## config.mk

```make
export PLATFORM = sky130hd
export DESIGN_NAME = rtmp_chunk_framer_top
export DESIGN_NICKNAME = d
export VERILOG_FILES = /design/src/rtl/rcf_pkg.sv /design/src/rtl/rcf_front.sv /design/src/rtl/rcf_queue.sv /design/src/rtl/rcf_back.sv /design/src/rtl/rtmp_chunk_framer_top.sv
export SDC_FILE = /design/constraint.sdc
export NUM_CORES = 1
export LEC_CHECK = 0
export BUFFER_PORTS_ARGS = -buffer_cell sky130_fd_sc_hd__buf_2
export CORE_MARGIN = 8
export CORE_UTILIZATION = 50
export CTS_BUF_LIST = sky130_fd_sc_hd__clkbuf_4 sky130_fd_sc_hd__clkbuf_8
export CTS_CLUSTER_SIZE = 30
export DETAILED_ROUTE_END_ITERATION = 6
export PLACE_DENSITY_LB_ADDON = 0.2
export SLEW_MARGIN = 15
export SYNTH_ARGS = -nofsm -noshare
export SYNTH_HDL_FRONTEND = slang
export SYNTH_SLANG_ARGS = --single-unit
```

## constraint.sdc

```tcl
create_clock -name i_clk -period 6.9 [get_ports i_clk]
set_input_delay 0.345 -clock i_clk [delete_from_list [all_inputs] [get_ports i_clk]]
set_output_delay 0.345 -clock i_clk [all_outputs]
set_load 0.05 [all_outputs]
```

## src/rtl/rcf_pkg.sv

```systemverilog
`default_nettype none

package rcf_pkg;

    // Input opcodes
    localparam logic OP_HEADER  = 1'b0;
    localparam logic OP_PAYLOAD = 1'b1;

    // Message types that map to dedicated chunk streams
    localparam logic [7:0] MT_AUDIO = 8'h08;
    localparam logic [7:0] MT_VIDEO = 8'h09;

    // Chunk stream ids
    localparam logic [2:0] CSID_AUDIO = 3'd7;
    localparam logic [2:0] CSID_VIDEO = 3'd6;
    localparam logic [2:0] CSID_OTHER = 3'd0;

    // Timestamp escape for the extended field
    localparam logic [31:0] EXT_TS      = 32'h00FF_FFFF;
    localparam logic [7:0]  TS_ESC_BYTE = 8'hFF;

    // Type-3 header marker
    localparam logic [7:0] FMT3_HDR = 8'hC0;

    // Chunk size after reset
    localparam logic [15:0] MAX_CHUNK_RST = 16'd128;

    // Last byte index of a type-0 header, plain and extended
    localparam logic [3:0] HDR_LAST     = 4'd11;
    localparam logic [3:0] HDR_LAST_EXT = 4'd15;

    // Queue between front and back
    localparam int Q_DEPTH = 4;
    localparam int Q_AW    = $clog2(Q_DEPTH);

    // One classified item handed from front to back
    typedef struct packed {
        logic        hdr;     // 1: type-0 header, 0: payload byte
        logic        ext;     // extended timestamp present
        logic        type3;   // type-3 header precedes the payload byte
        logic        done;    // payload byte closes the message
        logic [2:0]  csid;
        logic [7:0]  mtype;
        logic [31:0] ts;
        logic [23:0] len;
        logic [31:0] sid;
        logic [7:0]  data;
    } t_job;

endpackage

`default_nettype wire

```

## src/rtl/rcf_front.sv

```systemverilog
`default_nettype none

module rcf_front
    import rcf_pkg::*;
(
    input  wire logic        i_clk,
    input  wire logic        i_rst_n,
    input  wire logic        i_accept,
    input  wire logic        i_opcode,
    input  wire logic [7:0]  i_message_type,
    input  wire logic [31:0] i_timestamp,
    input  wire logic [23:0] i_message_length,
    input  wire logic [31:0] i_stream_id,
    input  wire logic [7:0]  i_data_byte,
    input  wire logic        i_cfg_we,
    input  wire logic [15:0] i_cfg_data,
    output logic             o_push,
    output t_job             o_job
);

    logic [15:0] r_max_chunk;
    logic [23:0] r_byte_offset, n_byte_offset;
    logic [23:0] r_length_held, n_length_held;
    logic [15:0] r_chunk_fill,  n_chunk_fill;
    logic [2:0]  r_channel_id,  n_channel_id;
    logic [2:0]  hdr_csid;
    logic [23:0] off_inc;
    logic        in_msg;
    logic        need_t3;

    // Pick the chunk stream from the message type
    always_comb begin
        if (i_message_type == MT_AUDIO) begin
            hdr_csid = CSID_AUDIO;
        end else if (i_message_type == MT_VIDEO) begin
            hdr_csid = CSID_VIDEO;
        end else begin
            hdr_csid = CSID_OTHER;
        end
    end

    assign off_inc = r_byte_offset + 24'd1;
    assign in_msg  = r_byte_offset < r_length_held;
    assign need_t3 = (r_byte_offset != 24'd0) && (r_chunk_fill >= r_max_chunk);

    // Classify the item and advance the message state
    always_comb begin
        n_byte_offset = r_byte_offset;
        n_length_held = r_length_held;
        n_chunk_fill  = r_chunk_fill;
        n_channel_id  = r_channel_id;
        o_push        = 1'b0;
        o_job.hdr     = i_opcode == OP_HEADER;
        o_job.ext     = i_timestamp >= EXT_TS;
        o_job.type3   = need_t3;
        o_job.done    = off_inc == r_length_held;
        o_job.csid    = (i_opcode == OP_HEADER) ? hdr_csid : r_channel_id;
        o_job.mtype   = i_message_type;
        o_job.ts      = i_timestamp;
        o_job.len     = i_message_length;
        o_job.sid     = i_stream_id;
        o_job.data    = i_data_byte;
        if (i_accept) begin
            if (i_opcode == OP_HEADER) begin
                n_channel_id  = hdr_csid;
                n_length_held = i_message_length;
                n_byte_offset = 24'd0;
                n_chunk_fill  = 16'd0;
                o_push        = 1'b1;
            end else if (in_msg) begin
                // Drop bytes past the declared length; pass the rest
                n_byte_offset = off_inc;
                n_chunk_fill  = need_t3 ? 16'd1 : r_chunk_fill + 16'd1;
                o_push        = 1'b1;
            end
        end
    end

    always_ff @(posedge i_clk) begin
        if (!i_rst_n) begin
            r_max_chunk   <= MAX_CHUNK_RST;
            r_byte_offset <= '0;
            r_length_held <= '0;
            r_chunk_fill  <= '0;
            r_channel_id  <= CSID_OTHER;
        end else begin
            if (i_cfg_we) begin
                r_max_chunk <= i_cfg_data;
            end
            r_byte_offset <= n_byte_offset;
            r_length_held <= n_length_held;
            r_chunk_fill  <= n_chunk_fill;
            r_channel_id  <= n_channel_id;
        end
    end

    // The offset never runs past the declared length
    a_offset_in_range: assert property (@(posedge i_clk) disable iff (!i_rst_n)
        r_byte_offset <= r_length_held)
        else $error("byte offset beyond message length");

endmodule

`default_nettype wire

```

## src/rtl/rcf_queue.sv

```systemverilog
`default_nettype none

module rcf_queue
    import rcf_pkg::*;
(
    input  wire logic i_clk,
    input  wire logic i_rst_n,
    input  wire logic i_push,
    input  wire t_job i_job,
    output logic      o_full,
    input  wire logic i_pop,
    output logic      o_valid,
    output t_job      o_job
);

    t_job             r_mem [Q_DEPTH];
    logic [Q_AW-1:0]  r_wr_ptr;
    logic [Q_AW-1:0]  r_rd_ptr;
    logic [Q_AW:0]    r_count;
    logic             do_push;
    logic             do_pop;

    assign o_full  = r_count == Q_AW'(0) + (Q_AW+1)'(Q_DEPTH);
    assign o_valid = r_count != '0;
    assign o_job   = r_mem[r_rd_ptr];
    assign do_push = i_push && !o_full;
    assign do_pop  = i_pop && o_valid;

    // Store pushed items
    always_ff @(posedge i_clk) begin
        if (do_push) begin
            r_mem[r_wr_ptr] <= i_job;
        end
    end

    // Advance pointers and occupancy
    always_ff @(posedge i_clk) begin
        if (!i_rst_n) begin
            r_wr_ptr <= '0;
            r_rd_ptr <= '0;
            r_count  <= '0;
        end else begin
            if (do_push) begin
                r_wr_ptr <= r_wr_ptr + Q_AW'(1);
            end
            if (do_pop) begin
                r_rd_ptr <= r_rd_ptr + Q_AW'(1);
            end
            unique case ({do_push, do_pop})
                2'b10:   r_count <= r_count + (Q_AW+1)'(1);
                2'b01:   r_count <= r_count - (Q_AW+1)'(1);
                default: r_count <= r_count;
            endcase
        end
    end

    // A push into a full queue would lose an item
    a_no_overflow: assert property (@(posedge i_clk) disable iff (!i_rst_n)
        i_push |-> !o_full)
        else $error("push into full queue");

endmodule

`default_nettype wire

```

## src/rtl/rcf_back.sv

```systemverilog
`default_nettype none

module rcf_back
    import rcf_pkg::*;
(
    input  wire logic       i_clk,
    input  wire logic       i_rst_n,
    input  wire logic       i_q_valid,
    input  wire t_job       i_q_job,
    output logic            o_pop,
    output logic            o_valid,
    input  wire logic       i_stall,
    output logic [7:0]      o_out_byte,
    output logic            o_last_of_run,
    output logic            o_message_done
);

    t_job        r_job;
    logic        r_busy;
    logic [3:0]  r_idx;
    logic        r_out_valid;
    logic [7:0]  r_out_byte;
    logic        r_out_last;
    logic        r_out_done;
    logic        out_free;
    logic        emit;
    logic        is_last;
    logic [7:0]  hdr_byte;
    logic [7:0]  cur_byte;
    logic        cur_last;
    logic        cur_done;

    // Pick the type-0 header byte at the current index
    always_comb begin
        unique case (r_idx)
            4'd0:    hdr_byte = {5'd0, r_job.csid};
            4'd1:    hdr_byte = r_job.ext ? TS_ESC_BYTE : r_job.ts[23:16];
            4'd2:    hdr_byte = r_job.ext ? TS_ESC_BYTE : r_job.ts[15:8];
            4'd3:    hdr_byte = r_job.ext ? TS_ESC_BYTE : r_job.ts[7:0];
            4'd4:    hdr_byte = r_job.len[23:16];
            4'd5:    hdr_byte = r_job.len[15:8];
            4'd6:    hdr_byte = r_job.len[7:0];
            4'd7:    hdr_byte = r_job.mtype;
            4'd8:    hdr_byte = r_job.sid[7:0];
            4'd9:    hdr_byte = r_job.sid[15:8];
            4'd10:   hdr_byte = r_job.sid[23:16];
            4'd11:   hdr_byte = r_job.sid[31:24];
            4'd12:   hdr_byte = r_job.ts[31:24];
            4'd13:   hdr_byte = r_job.ts[23:16];
            4'd14:   hdr_byte = r_job.ts[15:8];
            default: hdr_byte = r_job.ts[7:0];
        endcase
    end

    // Form the current output byte and its flags
    always_comb begin
        if (r_job.hdr) begin
            is_last  = r_idx == (r_job.ext ? HDR_LAST_EXT : HDR_LAST);
            cur_byte = hdr_byte;
            cur_done = 1'b0;
        end else if (r_job.type3 && r_idx == 4'd0) begin
            is_last  = 1'b0;
            cur_byte = FMT3_HDR | {5'd0, r_job.csid};
            cur_done = 1'b0;
        end else begin
            is_last  = 1'b1;
            cur_byte = r_job.data;
            cur_done = r_job.done;
        end
        cur_last = is_last;
    end

    assign out_free = !r_out_valid || !i_stall;
    assign emit     = out_free && r_busy;
    assign o_pop    = out_free && i_q_valid && (!r_busy || is_last);

    // Step through the job and fill the output register
    always_ff @(posedge i_clk) begin
        if (!i_rst_n) begin
            r_busy      <= 1'b0;
            r_idx       <= '0;
            r_out_valid <= 1'b0;
        end else begin
            if (out_free) begin
                r_out_valid <= emit;
            end
            if (emit) begin
                r_idx <= r_idx + 4'd1;
                if (is_last) begin
                    r_busy <= 1'b0;
                    r_idx  <= '0;
                end
            end
            if (o_pop) begin
                r_busy <= 1'b1;
                r_idx  <= '0;
            end
        end
    end

    // Hold payload registers
    always_ff @(posedge i_clk) begin
        if (o_pop) begin
            r_job <= i_q_job;
        end
        if (emit) begin
            r_out_byte <= cur_byte;
            r_out_last <= cur_last;
            r_out_done <= cur_done;
        end
    end

    assign o_valid        = r_out_valid;
    assign o_out_byte     = r_out_byte;
    assign o_last_of_run  = r_out_last;
    assign o_message_done = r_out_done;

    // Index stays inside a plain header
    a_hdr_idx: assert property (@(posedge i_clk) disable iff (!i_rst_n)
        (r_busy && r_job.hdr && !r_job.ext) |-> (r_idx <= HDR_LAST))
        else $error("header index past plain header");

    // Index stays inside a payload job
    a_pay_idx: assert property (@(posedge i_clk) disable iff (!i_rst_n)
        (r_busy && !r_job.hdr) |-> (r_idx <= 4'd1))
        else $error("payload index out of range");

endmodule

`default_nettype wire

```

## src/rtl/rtmp_chunk_framer_top.sv

```systemverilog
`default_nettype none

// Channel   Direction  Handshake                  Payload
// input     in         i_valid / o_stall          i_opcode .. i_data_byte
// output    out        o_valid / i_stall          o_out_byte, o_last_of_run, o_message_done
// config    in         i_cfg_valid / o_cfg_ready  i_cfg_data (bytes per chunk)
//
// A header item yields 12 or 16 bytes, a payload item one byte, or two when a
// type-3 header opens a new chunk; the back end emits one byte per cycle unless
// the output stalls. An accepted item passes the four-entry queue, which absorbs
// input while the back end serializes headers, then the job and output registers.
// Input stall rises only when that queue is full; output stall freezes the
// output register and the back end, not the front. Sync reset, chunk size 128.

module rtmp_chunk_framer_top
    import rcf_pkg::*;
(
    input  wire logic        i_clk,
    input  wire logic        i_rst_n,
    input  wire logic        i_valid,
    output logic             o_stall,
    input  wire logic        i_opcode,
    input  wire logic [7:0]  i_message_type,
    input  wire logic [31:0] i_timestamp,
    input  wire logic [23:0] i_message_length,
    input  wire logic [31:0] i_stream_id,
    input  wire logic [7:0]  i_data_byte,
    output logic             o_valid,
    input  wire logic        i_stall,
    output logic [7:0]       o_out_byte,
    output logic             o_last_of_run,
    output logic             o_message_done,
    input  wire logic        i_cfg_valid,
    output logic             o_cfg_ready,
    input  wire logic [15:0] i_cfg_data
);

    logic q_full;
    logic q_push;
    logic q_pop;
    logic q_valid;
    t_job front_job;
    t_job q_job;
    logic accept;

    assign o_stall     = q_full;
    assign accept      = i_valid && !o_stall;
    assign o_cfg_ready = 1'b1;

    rcf_front u_front (
        .i_clk            (i_clk),
        .i_rst_n          (i_rst_n),
        .i_accept         (accept),
        .i_opcode         (i_opcode),
        .i_message_type   (i_message_type),
        .i_timestamp      (i_timestamp),
        .i_message_length (i_message_length),
        .i_stream_id      (i_stream_id),
        .i_data_byte      (i_data_byte),
        .i_cfg_we         (i_cfg_valid && o_cfg_ready),
        .i_cfg_data       (i_cfg_data),
        .o_push           (q_push),
        .o_job            (front_job)
    );

    rcf_queue u_queue (
        .i_clk   (i_clk),
        .i_rst_n (i_rst_n),
        .i_push  (q_push),
        .i_job   (front_job),
        .o_full  (q_full),
        .i_pop   (q_pop),
        .o_valid (q_valid),
        .o_job   (q_job)
    );

    rcf_back u_back (
        .i_clk          (i_clk),
        .i_rst_n        (i_rst_n),
        .i_q_valid      (q_valid),
        .i_q_job        (q_job),
        .o_pop          (q_pop),
        .o_valid        (o_valid),
        .i_stall        (i_stall),
        .o_out_byte     (o_out_byte),
        .o_last_of_run  (o_last_of_run),
        .o_message_done (o_message_done)
    );

endmodule

`default_nettype wire
```

# After elaboration in Yosys (flattened, before gate mapping)
# Memory sizes are Yosys's and may differ from the RTL's. A register that Yosys moved wholly into a read port is not among the register bits.
# Index checks and enable logic that the tools add are counted.
[op_classes]
add_sub_neg = 7
n_lt_le_gt_ge = 3
eq_ne = 22
muxes = 27
bitwise = 2
reduce_logical = 25
[op_table]
columns = ["cell", "n"]
rows = [
  ["8-bit one-hot mux with 15 select lines", 1],
  ["16-bit 2-to-1 mux", 3],
  ["24-bit 2-to-1 mux", 2],
  ["8-bit 2-to-1 mux", 5],
  ["32-bit by 24-bit >= comparator with 1-bit output (second input constant)", 1],
  ["4-bit equality test (second input constant)", 7],
  ["24-bit by 1-bit adder with 24-bit output (second input constant)", 1],
  ["24-bit equality test", 1],
  ["24-bit less-than comparator", 1],
  ["24-bit nonzero test", 1],
  ["16-bit by 1-bit adder with 16-bit output (second input constant)", 1],
  ["4-bit by 3-bit equality test with 1-bit output (second input constant)", 4],
  ["8-bit by 4-bit equality test with 1-bit output (second input constant)", 2],
  ["16-bit >= comparator", 1],
  ["3-bit 2-to-1 mux", 4],
  ["1-bit 2-to-1 mux", 10],
  ["4-bit by 2-bit equality test with 1-bit output (second input constant)", 2],
  ["1-bit logical AND", 8],
  ["3-bit one-hot mux with 2 select lines", 1],
  ["2-bit AND reduction", 3],
  ["2-bit nonzero test", 3],
  ["2-bit by 1-bit adder with 2-bit output (second input constant)", 2],
  ["4-bit by 1-bit adder with 4-bit output (second input constant)", 1],
  ["4-bit by 1-bit equality test with 1-bit output (second input constant)", 1],
  ["other kinds (14)", 20],
]
[word_totals]
register_bits = 106
ramBits = 444
in_bits = 126
output_inout_bits = 13
wordCells = 101
mem_count = 1
[mem_list]
columns = ["name", "words", "width", "read_ports", "rd_ports_with_merged_regs", "wr", "line_no", "text"]
rows = [
  ["u_queue.r_mem", 4, 111, 1, 1, 1, "rcf_queue.sv:16", "t_job r_mem [Q_DEPTH];"],
]

# Depth between registers and ports, before layout
[logic_depth]
ltp_word = 9
depth_mapped = 14
depth_no_buf = 13

# Hierarchy
# A second synthesis with hierarchy kept.
[unflattened]
hier_cells = 1800
area_unflattened_um2 = 28048.2
[modules_own_cells]
columns = ["mod", "instances", "cells_each", "area_per_inst_um2"]
rows = [
  ["rcf_queue", 1, 631, 16492.1],
  ["rcf_front", 1, 801, 6228.5],
  ["rcf_back", 1, 365, 5302.6],
  ["rtmp_chunk_framer_top", 1, 3, 25.0],
]

# Worst setup path after synthesis
# OpenSTA, ideal clock, no wires.
[synth_timing]
kind = "register to register"
from = "register u_back.r_idx[0]"
to = "register, netlist name u_back.r_job[0]"
arrival_time_ps = 6971
required_time_ps = 6282
path_slack_ps = -689
stages_incl_launch_ff = 9
period_less_slack_ps = 7589
path_cell_list = "dfxtp_1 > inv_1 > ha_1 > buf_2 > and4bb_2 > buf_2 > nor2_1 > a41oi_1 > a21oi_1"
[synth_via]
elab_chain_cells = 6
elab_cells_between_ends = 7
classes_between = "eq/ne: 1; mux: 2; reduce/logical: 4"
[synth_lines]
columns = ["item", "line_no", "text"]
rows = [
  ["start, declared", "rcf_back.sv:20", "logic [3:0] r_idx;"],
  ["start signal, assigned", "rcf_back.sv:88", "r_idx <= r_idx + 4'd1;"],
  ["4-bit zero test", "rcf_back.sv:61", "end else if (r_job.type3 && r_idx == 4'd0) begin"],
  ["1-bit logical AND", "rcf_back.sv:61", ""],
  ["1-bit 2-to-1 mux", "rcf_back.sv:61", ""],
  ["1-bit 2-to-1 mux *", "rcf_back.sv:57", "if (r_job.hdr) begin"],
  ["1-bit logical OR *", "rcf_back.sv:75", "assign o_pop = out_free && i_q_valid && (!r_busy || is_last);"],
  ["1-bit logical AND *", "rcf_back.sv:75", ""],
  ["named net q_pop", "rtmp_chunk_framer_top.sv:40", "logic q_pop;"],
]
# The timed path passes the listed nets; every way through them passes the cells marked *.
# A chain may end at the register's enable or synchronous reset.

# Worst setup path after layout
[layout_timing]
from = "register u_front.r_length_held[14]"
to = "register u_queue.r_count[2]"
[layout_via]
elab_chain_cells = 7
elab_cells_between_ends = 9
classes_between = "order compare: 1; eq/ne: 2; mux: 4; reduce/logical: 2"
[layout_lines]
columns = ["item", "line_no", "text"]
rows = [
  ["start, declared", "rcf_front.sv:23", "logic [23:0] r_length_held, n_length_held;"],
  ["start signal, assigned", "rcf_front.sv:91", "r_length_held <= n_length_held;"],
  ["24-bit less-than comparator *", "rcf_front.sv:43", "assign in_msg = r_byte_offset < r_length_held;"],
  ["1-bit 2-to-1 mux *", "rcf_front.sv:70", "end else if (in_msg) begin"],
  ["1-bit 2-to-1 mux *", "rcf_front.sv:64", "if (i_opcode == OP_HEADER) begin"],
  ["1-bit 2-to-1 mux *", "rcf_front.sv:63", "if (i_accept) begin"],
  ["1-bit logical AND *", "rcf_queue.sv:26", "assign do_push = i_push && !o_full;"],
  ["2-bit by 1-bit equality test with 1-bit output or 2-bit equality test (tied branches)", "rcf_queue.sv:49", "unique case ({do_push, do_pop})"],
  ["3-bit one-hot mux with 2 select lines or 2-bit nonzero test (tied branches)", "-", ""],
  ["end signal, assigned", "rcf_queue.sv:50", "2'b10: r_count <= r_count + (Q_AW+1)'(1);"],
  ["end signal, assigned", "rcf_queue.sv:51", "2'b01: r_count <= r_count - (Q_AW+1)'(1);"],
  ["end signal, assigned", "rcf_queue.sv:52", "default: r_count <= r_count;"],
  ["end, declared", "rcf_queue.sv:19", "logic [Q_AW:0] r_count;"],
]
# Every way passes the cells marked *; elsewhere a longest branch is shown, timed or not.

==> metrics <==
Relative slew margins between 20% and 30%; Final WS setup approximately 3.3 ns; Num CTS Buffers approximately 110; CTS tree done; crit share post-route a little over half; post-synthesis adder-cell area fraction roughly 2.5%; post-synthesis cell type count 77; WL/cell around 22 µm; die height ~250 µm; number of synthesized flops with an enable pin approximately 570; Buffers on Ports 137; final hold violations 0; Worst Hold Depth 3; Worst Path Required between 7 and 8 ns; Worst Reg2Reg Path Length in Cells 14; WP buf/inv 3; grt total ovfl 0; R2R setup slack about 3.3 ns; DRC viols 0; area leader, netlist edfxtp_1; min Tclk post-route roughly 3.6 ns; Power Density approximately 370 nW/µm²; fraction of synthesized cell area in xor and xnor cells around 1.5%; critical path class flip-flop to flip-flop; Syn Area/Cell around 16 µm²; Final #Nets around 2200; unrepaired setup endpoints after global routing no; drt initial violations 1262; share of layout cells above drive strength 1 22.3%; pre-CTS WS ~3.3 ns; fmax roughly 280 MHz; CP Launch Type flip-flop; largest family of logic cells by synthesized area multiplexers; Seq/Total Area, Yosys 70.0%; status finished, final reports clean; largest net degree at the start of global routing about 110; complex-gate fraction of the synthesized area under 10%; hold_sp i_opcode; Root Driver clkbuf_8; Post-Syn Area ~27000 µm²; gpl congestion 0.929; Site Rows 85; final setup vio count 0; # IOs about 140; first-pass GRT wire length approximately 95000 µm; Die Width between 200 and 250 µm; Routed Antenna Nets 0; Critical Path, Cell by Cell inv_1, ha_1, nand4_1, or2_1, a2111oi_4, o41ai_1, a21oi_2, buf_4, ha_1, inv_1, fa_1, xor2_1, or3_1, a21oi_1; Crit path max-delay family adder cells; CP max FO 25; number of global-route vias before repair between 15000 and 20000; Starting Density 50.3%; top_reg_cell synth edfxtp_1; synthesized net count 1887; Async S/R FF share, synth 0%; Die Area 61700 µm²; post-synthesis mux area share 10.2%; DP HPWL ~38000 µm; post-synth top area share between 60 and 70%; Hold Path Class input pin to flip-flop; Yosys warnings 0; Total GRT Usage between 20% and 30%; worst-margin pin slew approximately 1.2 ns; CP arrival 4.20 ns; Max stage delay cell, worst path dfxtp_1; CP endpoint kind flip-flop; Core Util, Final slightly below 60%; Max clock buf depth 3; initial antenna violation count 1; Mapped Cells approximately 1700; Clock H-tree levels 3; Slew Limit Fails 0; Critical Path Max Stage Delay 0.37 ns; DRT Pass-1 Iters 5; clk sinks between 600 and 700; Static Leakage 10.7 nW; simple-gate share of the synthesized area about 6.9%; Hold Crit Endpoint u_front.r_chunk_fill[1]$_SDFFE_PN0P_; CTS resizes 0; worst r2r dst u_queue.r_count[2]$_SDFFE_PN0P_; Core Region between 50000 and 60000 µm²; clock skew 0.0464 ns; DRT Wirelength between 60000 and 70000 µm; Clock transition at path regs 0.06 ns; RR Startpoint u_front.r_length_held[14]$_SDFFE_PN0P_; Max-Cap Viols 0; Syn-to-layout area delta 17.8%; number of synthesized register bits 661; via/cell ratio 5.65; clock latency on the worst-skew pair roughly 0.7 ns; Area contributors post-synth edfxtp_1, mux4_2, dfxtp_1, ha_1, nand2_1; worst vdd ir between 0.2 and 0.3 mV; via count about 16000
## final cells by class
class | instances | area [µm²]
fillers | 4135 | 21800
clock inverters | 57 | 449
well taps | 696 | 871
repair buffers | 277 | 2100
multi-input cells | 887 | 7490
inverters | 67 | 251
diodes | 3 | 7.51
clock buffers | 138 | 1720
flip-flops and latches | 661 | 18900
## cell families (layout without fill, tap and decap cells)
group                    after synthesis  count (layout)
adder cells (fa/ha/maj)               53              53
XOR/XNOR                              45              45
other                                  1               4
flip-flops                           661             661
buffers and inverters                160             539
multiplexers                         136             136
AND/OR/NAND/NOR                      384             384
AO/OA/AOI/OAI                        268             268
## synth_stat cells (9+ instances only)
library cell / count
a21oi_1: 95
a22oi_1: 14
a31oi_1: 24
and3_1: 9
buf_1: 16
buf_2: 20
clkbuf_1: 52
dfxtp_1: 96
edfxtp_1: 565
ha_1: 52
inv_1: 67
mux2i_1: 22
mux4_2: 111
nand2_1: 152
nand2b_1: 9
nand3_1: 45
nand4_1: 26
nor2_1: 58
nor2b_1: 11
nor3_1: 14
nor4_1: 14
o21ai_0: 42
o22ai_1: 12
or3_1: 15
xnor2_1: 31
xor2_1: 14
## per-stage QoR
stage | TNS, ns | instances | total power [mW] | area, µm² | hold WS, ns
2_1_floorplan | -217.32 | 1708 | 7.61 | 27000 | 0.437
3_3_place_gp | 0 | 2468 | 8.44 | 28400 | 0.446
5_1_grt | 0 | 2784 | 12.4 | 31800 | 0.0523
4_1_cts | 0 | 2783 | 12.0 | 31800 | 0.00466
3_5_place_dp | 0 | 2468 | 8.48 | 28400 | 0.450
6_report | 0 | 2786 | 11.8 | 31800 | 0.0846
## where the power goes
part / leakage [nW] / total, mW / switching (mW) / internal [mW]
Sequential: 6.02 / 6.00 / 0.444 / 5.56
Clock: 1.14 / 3.41 / 1.52 / 1.89
Combinational: 3.55 / 2.42 / 1.49 / 0.926
## cell usage in the layout (no fill, tap or decap), types with 12 or more instances in the layout
cell type and n:
a21oi_1 94, a22oi_1 14, a31oi_1 24, buf_2 137, buf_4 15, clkbuf_4 29, clkbuf_8 109, clkinv_1 29
clkinv_2 15, dfxtp_1 94, dlygate4sd3_1 120, edfxtp_1 565, ha_1 52, inv_1 66, mux2i_1 22, mux4_2 111
nand2_1 152, nand3_1 45, nand4_1 26, nor2_1 58, nor3_1 14, nor4_1 14, o21ai_0 42, o22ai_1 12
or3_1 15, xnor2_1 31, xor2_1 14
## what timing repair did
item | 4_1_cts | 5_1_grt
hold buffers | 120 | 0
hold endpoints to repair | 456 | 0
setup endpoints to repair | 0 | 0
buffers inserted | 0 | 0
## state kept, by name, summed over array words and instances, names as in the netlist, 4 cells and up
| register | count |
|---|---|
| u_back.o_out_byte | 8 |
| u_back.r_idx | 4 |
| u_back.r_job | 111 |
| u_front.r_byte_offset | 24 |
| u_front.r_chunk_fill | 16 |
| u_front.r_length_held | 24 |
| u_front.r_max_chunk | 16 |
| u_queue.r_mem | 444 |
## worst reg2reg max path: cells and delay by family (launching register included)
kind            cells  cell delay [ns]
compound gates      4             0.84
buf+inv             3             0.47
xor+xnor            1             0.16
fa+ha+maj           3             0.97
flops               1             0.37
simple gates        3             0.72
## metal layers
metal  track usage (%)  routed length, µm  up-vias
met1              26.9              26400     7925
li1                  -                  -     7284
met4              6.22               1240        0
met3              3.47               3170       83
met5                 0                  0        -
met2              34.3              31100      440
## how the worst max path moves through the flow
| stage | startpoint | endpoint | slack (ns) | cells after the start |
|---|---|---|---|---|
| floorplan | u_front.r_length_held[1]$_SDFFE_PN0P_ | u_queue.r_mem[0][0]$_DFFE_PP_ | -0.49 | 9 |
| global placement | u_front.r_length_held[11]$_SDFFE_PN0P_ | u_queue.r_count[2]$_SDFFE_PN0P_ | 3.38 | 14 |
| detailed placement | u_front.r_length_held[13]$_SDFFE_PN0P_ | u_queue.r_count[2]$_SDFFE_PN0P_ | 3.33 | 14 |
| CTS | u_front.r_length_held[14]$_SDFFE_PN0P_ | u_queue.r_count[2]$_SDFFE_PN0P_ | 3.31 | 14 |
| global route | u_back.r_idx[0]$_SDFFE_PP0P_ | u_queue.r_count[2]$_SDFFE_PN0P_ | 3.08 | 14 |
| finish | u_front.r_length_held[14]$_SDFFE_PN0P_ | u_queue.r_count[2]$_SDFFE_PN0P_ | 3.30 | 14 |
Note: power is estimated with default switching activity, not from simulation.
